===== src/hdl/jfp_pkg.sv =====
// shared constants, register codes and control types of the jacobi five-point sweep core
package jfp_pkg;

    localparam int MAX_COLS_DEF   = 1024;
    localparam int VALUE_BITS_DEF = 32;

    localparam int GRID_COLS_W    = 11;
    localparam int STRIP_ROWS_W   = 13;
    localparam int ROW_W          = 13;
    localparam int ROWS_MAX       = 4096;
    localparam int MIN_COLS       = 3;
    localparam int FIRST_OUT_ROW  = 2;

    localparam int CFG_ADDR_W     = 4;
    localparam int CFG_DATA_W     = 32;

    localparam int GRID_COLS_RST  = 256;
    localparam int STRIP_ROWS_RST = 256;

    typedef enum logic [1:0] {
        REG_GRID_COLS    = 2'd0,
        REG_STRIP_ROWS   = 2'd1,
        REG_TOP_FIXED    = 2'd2,
        REG_BOTTOM_FIXED = 2'd3
    } jfp_reg_t;

    typedef enum logic [1:0] {
        FILL_A = 2'd0,
        FILL_B = 2'd1,
        RUN    = 2'd2
    } jfp_fill_t;

    typedef struct packed {
        logic [GRID_COLS_W-1:0]  grid_cols;
        logic [STRIP_ROWS_W-1:0] strip_rows;
        logic                    top_fixed;
        logic                    bottom_fixed;
    } jfp_cfg_t;

    typedef struct packed {
        logic copy;
        logic first;
        logic last;
    } jfp_flags_t;

endpackage


===== src/hdl/jfp_datapath.sv =====
// stencil average, change magnitude and running maximum with output register
module jfp_datapath import jfp_pkg::*; #(
    parameter int VALUE_BITS = VALUE_BITS_DEF
) (
    input  logic                         clk,
    input  logic                         rst_n,
    input  logic                         op_valid,
    output logic                         op_ready,
    input  jfp_flags_t                   op_flags,
    input  logic [VALUE_BITS-1:0]        op_up,
    input  logic [VALUE_BITS-1:0]        op_center,
    input  logic [VALUE_BITS-1:0]        op_left,
    input  logic [VALUE_BITS-1:0]        op_right,
    input  logic [VALUE_BITS-1:0]        op_down,
    output logic                         out_valid,
    input  logic                         out_stall,
    output logic signed [VALUE_BITS-1:0] new_value,
    output logic [VALUE_BITS-1:0]        delta_max,
    output logic                         sweep_done
);

    localparam int SW = VALUE_BITS + 2;

    logic                  s2_valid_reg, s3_valid_reg, out_valid_reg;
    jfp_flags_t            s2_flags_reg, s3_flags_reg;
    logic [VALUE_BITS-1:0] s2_nv_reg, s2_center_reg;
    logic [VALUE_BITS-1:0] s3_nv_reg, s3_mag_reg;
    logic [VALUE_BITS-1:0] new_value_reg, delta_max_reg;
    logic                  sweep_done_reg;

    logic                  s2_ready, s3_ready;
    logic                  s2_load, s3_load, out_load;
    logic [SW-1:0]         sum;
    logic [VALUE_BITS-1:0] avg;
    logic [VALUE_BITS:0]   d_fwd, d_rev;
    logic [VALUE_BITS-1:0] mag;
    logic [VALUE_BITS-1:0] base, max_next;

    assign s3_ready = !out_valid_reg || !out_stall;
    assign s2_ready = !s3_valid_reg || s3_ready;
    assign op_ready = !s2_valid_reg || s2_ready;
    assign s2_load  = op_valid && op_ready;
    assign s3_load  = s2_valid_reg && s2_ready;
    assign out_load = s3_valid_reg && s3_ready;

    // four-neighbour sum, arithmetic shift by two
    always_comb
    begin
        sum = {{2{op_up[VALUE_BITS-1]}}, op_up} + {{2{op_down[VALUE_BITS-1]}}, op_down} +
              {{2{op_left[VALUE_BITS-1]}}, op_left} +
              {{2{op_right[VALUE_BITS-1]}}, op_right};
        avg = op_flags.copy ? op_center : sum[SW-1:2];
    end

    // both differences in parallel, pick the non-negative one
    always_comb
    begin
        d_fwd = {s2_nv_reg[VALUE_BITS-1], s2_nv_reg} -
                {s2_center_reg[VALUE_BITS-1], s2_center_reg};
        d_rev = {s2_center_reg[VALUE_BITS-1], s2_center_reg} -
                {s2_nv_reg[VALUE_BITS-1], s2_nv_reg};
        mag   = d_fwd[VALUE_BITS] ? d_rev[VALUE_BITS-1:0] : d_fwd[VALUE_BITS-1:0];
    end

    // the first result of a sweep starts the maximum from zero
    always_comb
    begin
        base     = s3_flags_reg.first ? '0 : delta_max_reg;
        max_next = (!s3_flags_reg.copy && (s3_mag_reg > base)) ? s3_mag_reg : base;
    end

    always_ff @(posedge clk or negedge rst_n)
    begin
        if (!rst_n)
        begin
            s2_valid_reg  <= 1'b0;
            s3_valid_reg  <= 1'b0;
            out_valid_reg <= 1'b0;
            delta_max_reg <= '0;
        end
        else
        begin
            if (op_ready)
            begin
                s2_valid_reg <= op_valid;
            end
            if (s2_ready)
            begin
                s3_valid_reg <= s2_valid_reg;
            end
            if (s3_ready)
            begin
                out_valid_reg <= s3_valid_reg;
            end
            if (out_load)
            begin
                delta_max_reg <= max_next;
            end
        end
    end

    always_ff @(posedge clk)
    begin
        if (s2_load)
        begin
            s2_flags_reg  <= op_flags;
            s2_nv_reg     <= avg;
            s2_center_reg <= op_center;
        end
        if (s3_load)
        begin
            s3_flags_reg <= s2_flags_reg;
            s3_nv_reg    <= s2_nv_reg;
            s3_mag_reg   <= mag;
        end
        if (out_load)
        begin
            new_value_reg  <= s3_nv_reg;
            sweep_done_reg <= s3_flags_reg.last;
        end
    end

    assign out_valid  = out_valid_reg;
    assign new_value  = new_value_reg;
    assign delta_max  = delta_max_reg;
    assign sweep_done = sweep_done_reg;

    a_max_grows: assert property (@(posedge clk) disable iff (!rst_n)
        (out_load && !s3_flags_reg.first) |=> (delta_max_reg >= $past(delta_max_reg)))
        else $error("running maximum dropped inside a sweep");

    a_copy_keeps_max: assert property (@(posedge clk) disable iff (!rst_n)
        (out_load && s3_flags_reg.copy && !s3_flags_reg.first) |=>
        (delta_max_reg == $past(delta_max_reg)))
        else $error("copied cell changed the running maximum");

    a_first_copy_zero: assert property (@(posedge clk) disable iff (!rst_n)
        (out_load && s3_flags_reg.copy && s3_flags_reg.first) |=> (delta_max_reg == '0))
        else $error("running maximum not restarted at sweep start");

endmodule


===== config.mk =====
export PLATFORM = sky130hd
export DESIGN_NAME = jfp_datapath
export DESIGN_NICKNAME = d
export VERILOG_FILES = /design/src/hdl/jfp_pkg.sv /design/src/hdl/jfp_datapath.sv
export SDC_FILE = /design/constraint.sdc
export NUM_CORES = 1
export LEC_CHECK = 0
export BUFFER_PORTS_ARGS = -buffer_cell sky130_fd_sc_hd__buf_2
export CORE_UTILIZATION = 55
export CTS_BUF_LIST = sky130_fd_sc_hd__clkbuf_16
export DETAILED_ROUTE_END_ITERATION = 6
export GPL_TIMING_DRIVEN = 1
export PLACE_DENSITY = 0.78
export SLEW_MARGIN = 20
export SYNTH_ARGS = -nofsm -noshare
export SYNTH_HDL_FRONTEND = slang
export SYNTH_SLANG_ARGS = --single-unit
export TNS_END_PERCENT = 10

===== constraint.sdc =====
create_clock -name clk -period 7.53 [get_ports clk]
set_input_delay 1.506 -clock clk [delete_from_list [all_inputs] [get_ports clk]]
set_output_delay 1.506 -clock clk [all_outputs]
set_load 0.03 [all_outputs]

Yosys cells after proc, flatten, opt, wreduce, memory -nomap -nowiden
Index checks and enable logic that the tools add are counted.
W data, S select, Z words.
{ "word_totals": {"in_bits": 167, "ff_bits": 202} }
{ "classes": {"order_cmp": 1, "addsub": 5, "n_mux": 4, "n_reduce_logical": 12} }
{ "ops": {"columns": ["cell", "n"], "rows": [
  ["$mux W32", 4],
  ["$add A33 B32 Y34", 1],
  ["$add A34 B34 Y34", 1],
  ["$add A32 B32 Y33", 1],
  ["$sub A32 B32 Y33", 1],
  ["$gt A32 B32 Y1", 1],
  ["$sub A32 B32 Y32", 1],
  ["$logic_not A1 Y1", 5],
  ["$logic_and A1 B1 Y1", 4],
  ["$logic_or A1 B1 Y1", 3]
]} }

Logic depth before layout (Yosys ltp)
{ "logic_depth": {"depth_word": 5, "mapped_depth": 13} }

Least setup slack after synthesis
No wires, ideal clock.
{ "synth_path": {"path_type": "input to register", "start": "input op_up[1]", "end": "register s2_nv_reg[31] (data pin)", "slack_ps": 2604, "path_buffers": 0, "cell_stages": 13, "arrival_time_ps": 4667, "t_required_ps": 7271, "setup_time_ps": 259, "path_cell_list": "inv_1 > fa_1 > fa_1 > or3b_2 > fa_1 > nor2b_1 > o31a_1 > o31a_1 > o21bai_1 > a21oi_1 > o2111a_1 > nor4_1 > o31a_1"} }
{ "synth_between": {"elab_chain_cells": 4} }
{ "synth_lines": {"columns": ["element", "line_no", "rtl"], "rows": [
  ["start, declared", "jfp_datapath.sv:10", "input logic [VALUE_BITS-1:0] op_up,"],
  ["$add A32 B32 Y33", "jfp_datapath.sv:49", "sum = {{2{op_up[VALUE_BITS-1]}}, op_up} + {{2{op_down[VALUE_BITS-1]}}, op_down} +"],
  ["$add A33 B32 Y34", "jfp_datapath.sv:49", null],
  ["$add A34 B34 Y34", "jfp_datapath.sv:50", "{{2{op_left[VALUE_BITS-1]}}, op_left} +"],
  ["$mux W32", "jfp_datapath.sv:52", "avg = op_flags.copy ? op_center : sum[SW-1:2];"],
  ["via avg[31]", "jfp_datapath.sv:34", "logic [VALUE_BITS-1:0] avg;"],
  ["end signal, assigned", "jfp_datapath.sv:107", "s2_nv_reg <= avg;"],
  ["end, declared", "jfp_datapath.sv:26", "logic [VALUE_BITS-1:0] s2_nv_reg, s2_center_reg;"]
]} }
The timed path passes the listed nets, and every way through them passes these cells.
A chain may end at the register's enable or synchronous reset.

Worst setup path in the final report
Same ends and word-level chain as after synthesis.

==> results.cfg <==
[outcome]
outcome = finished clean

[synth]
synthArstFlopShare_pct = 17.3
synth_cell_type_count = 72
ys_seq_area_share_pct = 37.8
ys_ff_latch = 202
yosys.area.top_type = edfxtp_1
yosysTopAreaCellShare_pct = 32.2
synth_edf_count = 167
synth_nets = 1998
synth_ff_type = edfxtp_1
syn-cell-area_um2 = 15600
synth.area.top_cells = edfxtp_1, ha_1, fa_1, inv_1, dfrtp_1
synthCells = 1638
yosysWarnings = 0
postSynthAreaPerCell_um2 = 9.51

[cts]
clockRootBuffer = clkbuf_16
htreeDepth = 1
clk_path_buf_depth = 3
clkLatencyLatePin_ns = 0.51
cts_buffers = 22
cts_resized = 0
cts_hold_buffers = 0
postCtsSetupBuffers = 0
clock_sinks = 202
cts.clk_slew.worst_paths_ns = 0.06
cts_tree = built

[die]
core-area_um2 = 27800
die-area_um2 = 29000
die_y_um = 170
std_cell_rows = 61
start_util_pct = 56.0
die_x_um = 170
ioPinCount = 234

[pwr]
static-leakage-power_nw = 8.25
powerDensity_nw_per_um2 = 302
peakVddDrop_mv = 0.144
power_mw = 5.38

[placed_design]
gp_congestion = 0.919
hpwl_um = 27800
port_buffers = 233

[finish]
nets = 2197
utilization_pct = 64.0
layout_common_cells = inv_1, buf_2, edfxtp_1
seq_area_um2 = 5890
multi_input_area_um2 = 8450
nFillCells = 2324
mostFrequentLayoutCell = inv_1
drive_gt1_share_pct = 16.4
area_growth_pct = 14.3

[timing]
skew_ns = 0.0172
maxSlewViolCount = 0
finalSetupViolCount = 0
finalCriticalPeriod_ns = 4.99
fin_tns_setup_ns = 0
fmax_ghz = 0.201
fin_crit_sh_pct = 66.2
hold_violations = 0
worstMarginPinSlew_ns = 0.915
rsz0062_at_grt = false
slew_headroom_pct = 39.0

[critical_path]
startpoint_type = input pin
critPathMaxFanout = 5
critPathArrivalTime_ns = 5.24
path_class = in2reg
crit_required_ns = 7.78
end_kind = flop

[route]
vias_per_cell = 5.57
drc = 0
ant_nets = 0
first_iter_violations = 957
route.detailed.wl_per_inst_um = 16.2
vias = 12400
finalWirelength_um = 36100
dr.pass1.iters = 6

[min_path]
hold_class = reg2reg

[global_route]
antenna_found_initial = 3
use_met2_pct = 42.1
grt_util_met3_pct = 2.77
grt_max_degree = 75
gr-usage-met1_pct = 35.1
grt_pass1_vias = 11900
grt_overflow_total = 0
grt_pass1_wl_um = 59100
track_usage_pct = 25.2
top_usage_layer = met2

[flow_run]
maxCapViolCount = 0
## path summary, 6_finish.rpt
check                                               start                        end  slack [ns]  cells after the start
worst min-delay path              s3_nv_reg[15]$_DFFE_PP_    new_value[15]$_DFFE_PP_        0.42                      0
min in group asynchronous                           rst_n   delta_max[4]$_DFFE_PN0P_        1.12                      1
worst min register to register    s3_nv_reg[15]$_DFFE_PP_    new_value[15]$_DFFE_PP_        0.42                      0
max in group asynchronous                           rst_n  delta_max[28]$_DFFE_PN0P_        5.85                      1
worst max register to register  s3_flags_reg[1]$_DFFE_PP_  delta_max[24]$_DFFE_PN0P_        3.72                     10
worst max-delay path                             op_up[1]    s2_nv_reg[31]$_DFFE_PP_        2.54                     14
## layout make-up
class	instances	share of cell area, %
repair buffers	244	7.02
diodes	1	0.0141
clock buffers	23	3.23
multi-input cells	1102	47.5
well taps	378	2.66
clock inverters	17	0.907
flip-flops and latches	202	33.1
inverters	265	5.59
## critical path: stages
cell and delay [ns]:
buf_2 0.08, inv_1 0.05, fa_1 0.57, fa_1 0.41
or3b_2 0.50, fa_1 0.42, nor2b_1 0.17, o31a_1 0.19
o31a_1 0.19, o21bai_1 0.15, a21oi_1 0.41, o2111a_1 0.29
nor4_1 0.06, o31a_1 0.24
## metal layers
metal	part of all wire, %	wire (um)
met5	0.055	20
met4	1.9	692
met3	5.0	1790
met2	47	17000
met1	46	16600
## synth_stat cells, types with 29 or more instances
| cell type | number |
|---|---|
| inv_1 | 265 |
| edfxtp_1 | 167 |
| ha_1 | 126 |
| nand2_1 | 118 |
| a21oi_1 | 95 |
| nor2_1 | 95 |
| o21ai_0 | 73 |
| fa_1 | 67 |
| nand3_1 | 49 |
| nand2b_1 | 48 |
| o211ai_1 | 45 |
| clkbuf_1 | 44 |
| a31oi_1 | 43 |
| a21o_1 | 40 |
| dfrtp_1 | 35 |
| or4_1 | 34 |
| xnor2_1 | 29 |
## cell families (layout without fill, tap and decap cells)
group	Yosys count	count (layout)	synth area share, %
other cells	0	1	0
fa+ha+maj	193	193	18.7
buf+inv	334	549	8.28
flops	202	202	37.8
xor+xnor	51	51	2.87
compound gates	402	402	17.0
simple gates	448	448	14.7
mux	8	8	0.554
## power by group
group	internal [mW]	switching, mW
combinational	0.980	1.54
sequential	1.56	0.204
clock	0.657	0.433
## through the flow
stage / instance area (um2) / std cells / hold WS [ns] / setup WS [ns]
floorplan: 15600 / 1638 / 0.400 / 2.60
global placement: 17100 / 2191 / 0.401 / 2.13
detailed placement: 17100 / 2191 / 0.405 / 2.05
CTS: 17800 / 2231 / 0.417 / 2.58
global route: 17800 / 2232 / 0.422 / 2.44
finish: 17800 / 2232 / 0.418 / 2.54
Power figures use the tool's default switching activity.
