<file path="src/hdl/jfp_pkg.sv">
// shared constants, register codes and control types of the jacobi five-point sweep core
package jfp_pkg;

    localparam int MAX_COLS_DEF   = 1024;
    localparam int VALUE_BITS_DEF = 32;

    localparam int GRID_COLS_W    = 11;
    localparam int STRIP_ROWS_W   = 13;
    localparam int ROW_W          = 13;
    localparam int ROWS_MAX       = 4096;
    localparam int MIN_COLS       = 3;
    localparam int FIRST_OUT_ROW  = 2;

    localparam int CFG_ADDR_W     = 4;
    localparam int CFG_DATA_W     = 32;

    localparam int GRID_COLS_RST  = 256;
    localparam int STRIP_ROWS_RST = 256;

    typedef enum logic [1:0] {
        REG_GRID_COLS    = 2'd0,
        REG_STRIP_ROWS   = 2'd1,
        REG_TOP_FIXED    = 2'd2,
        REG_BOTTOM_FIXED = 2'd3
    } jfp_reg_t;

    typedef enum logic [1:0] {
        FILL_A = 2'd0,
        FILL_B = 2'd1,
        RUN    = 2'd2
    } jfp_fill_t;

    typedef struct packed {
        logic [GRID_COLS_W-1:0]  grid_cols;
        logic [STRIP_ROWS_W-1:0] strip_rows;
        logic                    top_fixed;
        logic                    bottom_fixed;
    } jfp_cfg_t;

    typedef struct packed {
        logic copy;
        logic first;
        logic last;
    } jfp_flags_t;

endpackage

</file>
<file path="src/hdl/jfp_cfg.sv">
// apb configuration registers of the jacobi sweep core
module jfp_cfg import jfp_pkg::*; (
    input  logic                  clk,
    input  logic                  rst_n,
    input  logic                  psel,
    input  logic                  penable,
    input  logic                  pwrite,
    input  logic [CFG_ADDR_W-1:0] paddr,
    input  logic [CFG_DATA_W-1:0] pwdata,
    output logic [CFG_DATA_W-1:0] prdata,
    output logic                  pready,
    output jfp_cfg_t              cfg,
    output logic                  cols_written
);

    jfp_cfg_t cfg_reg;
    jfp_reg_t idx;
    logic     wr;

    assign idx          = jfp_reg_t'(paddr[CFG_ADDR_W-1:2]);
    assign wr           = psel && penable && pwrite;
    assign pready       = 1'b1;
    assign cfg          = cfg_reg;
    assign cols_written = wr && (idx == REG_GRID_COLS);

    always_ff @(posedge clk or negedge rst_n)
    begin
        if (!rst_n)
        begin
            cfg_reg.grid_cols    <= GRID_COLS_W'(GRID_COLS_RST);
            cfg_reg.strip_rows   <= STRIP_ROWS_W'(STRIP_ROWS_RST);
            cfg_reg.top_fixed    <= 1'b1;
            cfg_reg.bottom_fixed <= 1'b1;
        end
        else if (wr)
        begin
            unique case (idx)
                REG_GRID_COLS:    cfg_reg.grid_cols    <= pwdata[GRID_COLS_W-1:0];
                REG_STRIP_ROWS:   cfg_reg.strip_rows   <= pwdata[STRIP_ROWS_W-1:0];
                REG_TOP_FIXED:    cfg_reg.top_fixed    <= pwdata[0];
                REG_BOTTOM_FIXED: cfg_reg.bottom_fixed <= pwdata[0];
                default:          ;
            endcase
        end
    end

    always_comb
    begin
        prdata = '0;
        unique case (idx)
            REG_GRID_COLS:    prdata = CFG_DATA_W'(cfg_reg.grid_cols);
            REG_STRIP_ROWS:   prdata = CFG_DATA_W'(cfg_reg.strip_rows);
            REG_TOP_FIXED:    prdata = CFG_DATA_W'(cfg_reg.top_fixed);
            REG_BOTTOM_FIXED: prdata = CFG_DATA_W'(cfg_reg.bottom_fixed);
            default:          prdata = '0;
        endcase
    end

endmodule

</file>
<file path="config.mk">
export PLATFORM = sky130hd
export DESIGN_NAME = jfp_cfg
export DESIGN_NICKNAME = d
export VERILOG_FILES = /design/src/hdl/jfp_pkg.sv /design/src/hdl/jfp_cfg.sv
export SDC_FILE = /design/constraint.sdc
export NUM_CORES = 1
export LEC_CHECK = 0
export BUFFER_PORTS_ARGS = -buffer_cell sky130_fd_sc_hd__clkbuf_2
export CAP_MARGIN = 20
export CORE_MARGIN = 1.5
export CORE_UTILIZATION = 38
export CTS_BUF_LIST = sky130_fd_sc_hd__clkbuf_8
export DETAILED_ROUTE_END_ITERATION = 8
export GPL_TIMING_DRIVEN = 1
export PLACE_DENSITY_LB_ADDON = 0.1
export SYNTH_ARGS = -nofsm -noshare
export SYNTH_HDL_FRONTEND = slang
export SYNTH_SLANG_ARGS = --single-unit
</file>
<file path="constraint.sdc">
create_clock -name clk -period 0.88 [get_ports clk]
set_input_delay 0.132 -clock clk [delete_from_list [all_inputs] [get_ports clk]]
set_output_delay 0.132 -clock clk [all_outputs]
set_load 0.03 [all_outputs]
</file>
### Word level (Yosys, flattened, before mapping)

Cells that the tools add are included.

* bits in registers: 26
* input port bits: 41
* output and inout port bits: 60
* word-level logic and storage cells: 16

* equality and inequality tests: 3
* multiplexer cells: 1
* reductions and logical operators: 8

Operator list (number)
* $pmux W32 S4: 1
* $reduce_and A2 Y1: 4
* $eq A2 B2 Y1 const B: 2
* $logic_and A1 B1 Y1: 3
* $eq A2 B1 Y1 const B: 1
* $logic_not A2 Y1: 1

### Logic depth before layout (Yosys ltp)

Gate-level depths: netlist of run 1.

* depth in word-level cells: 3
* gate-level depth with buffers: 4
* depth with buffers taken out: 3

### Worst setup path after synthesis of run 1

OpenSTA, ideal clock, no wires.

* path type: flip-flop to output port
* start point: register cfg_reg, in the netlist cfg[10]
* end point: output port prdata[8]
* data arrival time: 1.117 ns
* data required time: 0.748 ns
* setup slack: -0.369 ns
* cell stages (with the launch flop): 3
* buffers on the path: 0
* path through: dfstp_2 -> mux2i_1 -> nor2_1

* word-level cells in the longest chain between the ends: 1

Ends and longest elaborated chain
* start, declared: line jfp_cfg.sv:16 `jfp_cfg_t cfg_reg;`
* $pmux W32 S4: line jfp_cfg.sv:50 `unique case (idx)`
* end, declared: line jfp_cfg.sv:10 `output logic [CFG_DATA_W-1:0] prdata,`

No other way between the ends. The select of a mux whose other input is x is not followed.

### Final worst setup path of run 1

* start point: register cfg_reg, in the netlist cfg[2]
* end point: output port prdata[0]

Same word-level chain as after synthesis.

==> impl_metrics.toml, run 1 <==
[setup_path]
crit_path_max_fanout = 2
crit_type = "flip-flop to output port"
critPathCaptureType = "output port"
cp-start-kind = "flip-flop"
crit_required_ns = 0.75
cp.arrival_ns = 1.32

[logic_synthesis]
synth-seq-cells = 26
yosys_warnings = 0
yosysSeqAreaShare_pct = 46.9
ys_async_sr_fraction_pct = 100
synth_top_area_cell = "dfrtp_1"
synth-main-ff-cell = "dfrtp_1"
synthCells = 109
synth_top_area_share_pct = 39.4
syn_avg_cell_area_um2 = 12.8
synth_area_leaders = "dfrtp_1 39%, mux2_2 21%, buf_4 11%"
ys_types = 18
synth_edf_count = 0
netlist_area_mm2 = 0.00140

[clock_tree]
clock_path_buffers = 2
clockRootBuffer = "clkbuf_8"
clkSinkCount = 26
clk_latency_ns = 0.27
clk_transition_reported_paths_ns = 0.09
cts_buffers = 3
cts_tree = "yes"
htreeDepth = 1

[timing]
rsz0062_at_grt = "yes"
setup_viol = 59
post-route-period-util_pct = 165
fmax_mhz = 688
fin_crit_ns = 1.45
layout_setup_ws_ns = -0.574
finalHoldViolations = 0
skew_ns = 0
slew_viol_final = 0

[route]
drt_first_iter_violations = 42
via_per_inst = 4.48
first_pass_iters = 3
drt-wirelength-per-cell_um = 15.6
drc = 0
ant_nets = 0
routed-via-count = 1169
wirelength_um = 4070

[power_and_ir_drop]
swShare_pct = 34.6
clkPwrFrac_pct = 15.0
total_power_mw = 6.61
p_int_mw = 4.32
pwr_density_cell_mw_per_mm2 = 2310
ir_drop_mv = 1.44
combPwrFrac_pct = 57.5
seqPwrFrac_pct = 27.5
power.switching_mw = 2.29
p_leak_nw = 1.35

[floorplanning]
core_mm2 = 0.00344
start_util_pct = 40.6
num_rows = 21
die_h_um = 63.7
die-area_mm2 = 0.00405
pin_count = 101
die_w_um = 63.7

[place]
place.gp.congestion = 0.732
dp_cells = 235
dp_hpwl_um = 2410
io_buffers = 59

[grt]
grt_usage_pct = 21.0
grt_antenna_before_repair = 0
grt_pass1_vias = 1240
gr-total-overflow = 0
grt_max_degree = 16
grt_pass1_wl_um = 6440

[flow_run]
maxCapViolations = 0

[finish]
fin_cells = 261
final_common_cell = "buf_6"
drive_above_1_share_pct = 87.0
largest_register_ffs = 26
layout_common_cells = "40 x buf_6, 32 x buf_8, 24 x mux2_4, 22 x dfrtp_2, 20 x conb_1"
nNetsFinal = 257
diodes = 0
syn2layout_area_growth_pct = 105
fillCellCount = 180

[status]
outcome = "finished, violations left"
violations = "negative setup slack"

[min_path]
worst_hold_path_type = "input pin to flip-flop"
final timing paths:
kind | to | cells past startpoint | slack [ns] | start
setup / recovery | prdata[0] | 2 | -0.57 | cfg[2]$_DFFE_PN0P_
setup reg to reg | cfg[12]$_DFFE_PN0P_ | 3 | -0.16 | cfg[12]$_DFFE_PN0P_
hold reg to reg | cfg[22]$_DFFE_PN0P_ | 1 | 0.56 | cfg[22]$_DFFE_PN0P_
min in group asynchronous | cfg[18]$_DFFE_PN0P_ | 2 | 0.33 | rst_n
max in group asynchronous | cfg[12]$_DFFE_PN0P_ | 3 | 0.14 | rst_n
hold / removal | cfg[14]$_DFFE_PN0P_ | 2 | 0.09 | pwdata[12]
through the flow:
step	area [µm²]	util (%)	setup TNS [ns]	hold slack, ns	setup WS (ns)
2_1_floorplan	1620	-	-6.85	-0.164	-0.289
3_3_place_gp	1990	57.8	-10.44	0.0728	-0.320
3_5_place_dp	1990	57.8	-10.81	0.0731	-0.334
4_1_cts	2720	79.0	-12.18	0.0830	-0.579
5_1_grt	2860	83.2	-13.45	0.0846	-0.608
6_report	2860	83.2	-11.67	0.0934	-0.574
worst max-delay path, stage by stage (launching register included):
cell	delay [ns]
dfrtp_2	0.42
mux4_2	0.47
buf_8	0.15
final cells by class:
class	instances	area (µm²)	share of cell area, %
Clock buffer	3	41.3	1.44
Clock inverter	1	30.0	1.05
Multi-Input combinational cell	75	768	26.8
Sequential cell	26	683	23.9
Tap cell	46	57.6	2.01
Timing Repair Buffer	110	1280	44.8
Yosys cell counts, types with 2 or more instances:
master	count
and3b_1	2
buf_4	20
buf_6	3
conb_1	2
dfrtp_1	22
dfstp_2	4
mux2_2	26
mux2i_1	10
nor2_1	11
metal layers:
metal	GRT usage [%]	part of all wire (%)	routed length [µm]	up-vias
li1	-	-	-	543
met1	24.8	38	1540	584
met2	40.0	58	2360	40
met3	2.50	3.8	154	2
met4	4.89	0.37	15	0
met5	0	0	0	-
what timing repair did:
item	in CTS	in global routing
hold buffers	1	0
endpoints found under the hold margin	8	0
setup endpoints to repair	54	65
pin swaps	12	5
resized for setup	122	60
buffers inserted	17	9
kinds of logic (layout without fill, tap and decap cells):
group                  Yosys count  count (layout)  share of synthesized area [%]
other                            2              20                          0.537
DFF                             26              26                           46.9
and+or+nand+nor                 18              18                           8.77
muxes                           37              37                           29.7
buffers and inverters           26             114                           14.1
power by group through the flow:
stage	Combinational [mW]	Sequential (mW)	Clock (mW)
floorplan	0.964	2.34	0
global placement	2.28	1.74	0
detailed placement	2.31	1.76	0
CTS	3.38	1.78	1.01
global route	3.97	1.85	1.06
finish	3.80	1.82	0.994
Note: power is estimated with default switching activity, not from simulation.
==> inputs of run 2 (changes only) <==
- CORE_ASPECT_RATIO: unset -> 0.7
==> run 2 against run 1 <==
  * The run still ends with negative setup slack left
  * Fmax up 0.80%
  * Register-to-register slack got worse by 0.07 ns
  * Flip-flop and latch count unchanged
  * Largest cell class unchanged
  * Clock skew unchanged
==> impl_metrics.toml, run 2 (synthesized netlist as in run 1, its figures left out) <==
[finish]
final_common_cell = "buf_6"
layout_common_cells = "48 x buf_6, 32 x buf_8, 22 x mux2_4, 22 x dfrtp_2, 20 x conb_1"
syn2layout_area_growth_pct = 105
drive_above_1_share_pct = 86.8
diodes = 0
nNetsFinal = 261
postLayoutCellArea_mm2 = 0.00287
largest_register_ffs = 26

[setup_path]
crit_type = "flip-flop to output port"
r2r-end = "cfg[15]$_DFFE_PN0P_"
cp-start-kind = "flip-flop"
slowest_delay_ns = 0.47
rr_worst_depth = 4
rr_startpoint = "cfg[15]$_DFFE_PN0P_"
crit_required_ns = 0.75
reg2reg_slack_ns = -0.23
critPathCaptureType = "output port"
crit_path_max_fanout = 2
crit_slowest_cell = "mux4_2"
cp.arrival_ns = 1.31
path_cells = "mux4_2 -> buf_8"

[power_and_ir_drop]
combPwrFrac_pct = 61.6
p_int_mw = 4.12
p_leak_nw = 1.36
swShare_pct = 36.0
ir_drop_mv = 1.49
power.switching_mw = 2.32
seqPwrFrac_pct = 27.9
pwr_density_cell_mw_per_mm2 = 2240
clkPwrFrac_pct = 10.5

[clock_tree]
htreeDepth = 1
cts_buffers = 3
clk_latency_ns = 0.26
clockRootBuffer = "clkbuf_8"
clkSinkCount = 26
clk_transition_reported_paths_ns = 0.09
cts_tree = "yes"
clock_path_buffers = 2

[status]
violations = "negative setup slack"
outcome = "finished, violations left"

[route]
routed-via-count = 1198
wirelength_um = 4330
drt_first_iter_violations = 38
first_pass_iters = 2
drc = 0
via_per_inst = 4.45
drt-wirelength-per-cell_um = 16.1
ant_nets = 0

[timing]
slew_viol_final = 0
hold_ws_ns = 0.0924
finalHoldViolations = 0
post-route-period-util_pct = 164
fin_crit_ns = 1.44
finalSetupTns_ns = -12.23
skew_ns = 0
layout_setup_ws_ns = -0.563
rsz0062_at_grt = "yes"
fmax_mhz = 693
setup_viol = 64

[place]
place_area_mm2 = 0.00200
dp_hpwl_um = 2450
io_buffers = 59
place.gp.congestion = 0.696

[min_path]
hp-start = "pwdata[12]"
worst_hold_path_type = "input pin to flip-flop"
holdPathStages = 2
hold_end = "cfg[14]$_DFFE_PN0P_"

[flow_run]
maxCapViolations = 0

[floorplanning]
die_w_um = 75.5
start_util_pct = 39.8
core_mm2 = 0.00351
pin_count = 101
die-area_mm2 = 0.00406
die_h_um = 53.8
num_rows = 18

[grt]
grt_use_met1_pct = 25.5
use_met2_pct = 39.0
busiest_layer = "met2"
grt_max_degree = 27
grt_antenna_before_repair = 0
grt_usage_pct = 21.3
grt_pass1_wl_um = 6170
gr-total-overflow = 0
use_met3_pct = 5.24
grt_pass1_vias = 1228
## run 2: changes by cell type in the layout (fill, tap and decap cells not counted), sizes merged
cell    previous run  this run
buf               85        90
bufinv             1         0
clkbuf            27        26
inv                0         1
## run 2: worst max-delay path by stage
stage | cells after the start | startpoint | to
after floorplan | 1 | cfg[15]$_DFFE_PN0P_ | prdata[0]
after global placement | 4 | paddr[3] | cfg[1]$_DFFE_PN1P_
after detailed placement | 4 | paddr[3] | cfg[1]$_DFFE_PN1P_
after CTS | 2 | cfg[15]$_DFFE_PN0P_ | prdata[0]
after global routing | 2 | cfg[15]$_DFFE_PN0P_ | prdata[0]
final | 2 | cfg[15]$_DFFE_PN0P_ | prdata[0]
## run 2: what timing repair did
item                                    4_1_cts  5_1_grt
endpoints found under the setup margin       64       64
setup buffers                                17       16
resized for setup                           131       58
hold endpoints to repair                     22        0
pin swaps                                    11        3
hold buffers                                  1        0
## run 2: worst max-delay path: cells and delay by family (launching register included)
kind | cells | cell delay, ns
buffers and inverters | 1 | 0.15
DFF | 1 | 0.42
muxes | 1 | 0.47
## run 2: cell type report
type,instances,area (µm²)
repair buffers,114,1310
multi-input cells,75,769
flip-flops and latches,26,683
fillers,198,641
well taps,50,62.6
clock buffers,3,41.3
clock inverters,1,3.75
## run 2: through the flow
stage | worst slack (ns) | util [%] | instances | power [mW]
after floorplan | -0.289 | - | 127 | 3.30
after global placement | -0.347 | 57.0 | 242 | 4.07
after detailed placement | -0.353 | 57.0 | 242 | 4.11
after CTS | -0.566 | 77.9 | 264 | 5.99
after global routing | -0.614 | 81.8 | 269 | 6.73
final | -0.563 | 81.8 | 269 | 6.44
## run 2: power by group through the flow
stage	sequential [mW]	combinational (mW)	clock, mW
2_1_floorplan	2.34	0.964	0
3_3_place_gp	1.73	2.34	0
3_5_place_dp	1.74	2.36	0
4_1_cts	1.76	3.54	0.688
5_1_grt	1.82	4.15	0.749
6_report	1.80	3.97	0.676
## run 2: layer usage
metal  vias up  routed length [µm]
met2        50                2210
li1        546                   -
met5         -                   0
met4         0                  67
met1       596                1850
met3         6                 194
==> inputs of run 3 (changes only) <==
- CELL_PAD_IN_SITES_DETAIL_PLACEMENT: unset -> 0
- CELL_PAD_IN_SITES_GLOBAL_PLACEMENT: unset -> 2
- CORE_UTILIZATION: 38 -> 21
==> run 3 against run 2 <==
  * The flow still finishes with violations (negative setup slack)
  * Sequential power hardly changed
  * Clock-buffer cell count is 1 higher
  * Sequential share of layout area decreased by 0.64 points
  * Register-to-register slack better by 0.10 ns
  * Wire length down 6.2%
  * Final cell count grew 15%
  * Global-route usage shrank 9.4 points
  * Critical path type unchanged
  * Largest power group unchanged
==> impl_metrics.toml, run 3 (synthesized netlist as in run 1, its figures left out) <==
[finish]
fin_cells = 310
layout_common_cells = "43 x buf_6, 33 x buf_8, 24 x mux2_4, 22 x dfrtp_2, 20 x conb_1"
syn2layout_area_growth_pct = 111
final_common_cell = "buf_6"
largest_register_ffs = 26
drive_above_1_share_pct = 87.2
diodes = 0
nNetsFinal = 261
utilization_pct = 46.6

[clock_tree]
clk_transition_reported_paths_ns = 0.09
clkSinkCount = 26
cts_buffers = 3
clock_path_buffers = 2
clk_latency_ns = 0.26
htreeDepth = 1
cts_tree = "yes"
clockRootBuffer = "clkbuf_8"

[timing]
setup_viol = 64
layout_setup_ws_ns = -0.554
slew_viol_final = 0
fmax_mhz = 698
finalHoldViolations = 0
fin_crit_ns = 1.43
skew_ns = 0
rsz0062_at_grt = "yes"
post-route-period-util_pct = 163

[status]
outcome = "finished, violations left"
violations = "negative setup slack"

[setup_path]
crit_type = "flip-flop to output port"
cp.arrival_ns = 1.30
rr_worst_depth = 4
cp-start-kind = "flip-flop"
crit_required_ns = 0.75
crit_path_max_fanout = 2
critPathCaptureType = "output port"

[route]
first_pass_iters = 4
wirelength_um = 4060
drt-wirelength-per-cell_um = 13.1
ant_nets = 0
drc = 0
routed-via-count = 1183
drt_first_iter_violations = 9
via_per_inst = 3.82

[place]
io_buffers = 59
dp_cells = 289
dp_hpwl_um = 2840
place.gp.congestion = 0.730

[grt]
grt_pass1_wl_um = 6470
grt_usage_pct = 11.9
grt_max_degree = 27
grt_antenna_before_repair = 0
gr-total-overflow = 0
grt_pass1_vias = 1282

[min_path]
worst_hold_path_type = "input pin to flip-flop"
holdPathStages = 2

[flow_run]
maxCapViolations = 0

[floorplanning]
start_util_pct = 22.1
die-area_mm2 = 0.00717
num_rows = 24
core_mm2 = 0.00634
die_h_um = 71.3
pin_count = 101
die_w_um = 101

[power_and_ir_drop]
p_leak_nw = 1.37
total_power_mw = 6.43
ir_drop_mv = 0.802
pwr_density_cell_mw_per_mm2 = 2180
[run 3: per-stage QoR]
stage	hold slack, ns	setup slack [ns]	instance area (µm²)	setup TNS (ns)
2_1_floorplan	-0.164	-0.289	1620	-6.85
3_3_place_gp	0.0926	-0.332	2110	-11.18
3_5_place_dp	0.0933	-0.358	2110	-11.66
4_1_cts	0.0861	-0.571	2820	-13.13
5_1_grt	0.0882	-0.590	2950	-13.68
6_report	0.0986	-0.554	2950	-11.60
[run 3: cell type report]
type / instances / area (µm²)
Clock buffer: 4 / 55.1
Fill cell: 594 / 3380
Multi-Input combinational cell: 75 / 768
Sequential cell: 26 / 683
Tap cell: 91 / 114
Timing Repair Buffer: 114 / 1330
[run 3: path summary, 6_finish.rpt]
check,startpoint,end,slack [ns]
min in group asynchronous,rst_n,cfg[24]$_DFFE_PN0P_,0.34
max in group asynchronous,rst_n,cfg[0]$_DFFE_PN1P_,0.30
max reg2reg,cfg[10]$_DFFE_PN1P_,cfg[10]$_DFFE_PN1P_,-0.13
max,cfg[15]$_DFFE_PN0P_,prdata[0],-0.55
min reg2reg,cfg[20]$_DFFE_PN0P_,cfg[20]$_DFFE_PN0P_,0.57
min,pwdata[11],cfg[13]$_DFFE_PN0P_,0.1
[run 3: critical path, cell delays in order (launching register included)]
cell and delay, ns:
dfrtp_2 0.40, mux4_2 0.48, buf_8 0.16
[run 3: power by group]
group	switching, mW	internal (mW)	total, mW
logic	1.64	2.25	3.89
clock network	0.366	0.400	0.765
registers	0.224	1.55	1.77
total	2.23	4.19	6.43
[run 3: per-layer routing]
metal	vias to the layer above	global-route usage [%]	wire length (µm)
li1	552	-	-
met1	588	15.2	1770
met2	43	20.4	2070
met3	0	3.32	224
met4	0	2.35	0
met5	-	0	0
[run 3: repair_timing]
item / 4_1_cts / 5_1_grt
pin swaps: 12 / 5
hold buffers: 1 / 0
buffers inserted: 14 / 11
resized for setup: 130 / 57
setup endpoints to repair: 63 / 65
endpoints found under the hold margin: 22 / 0
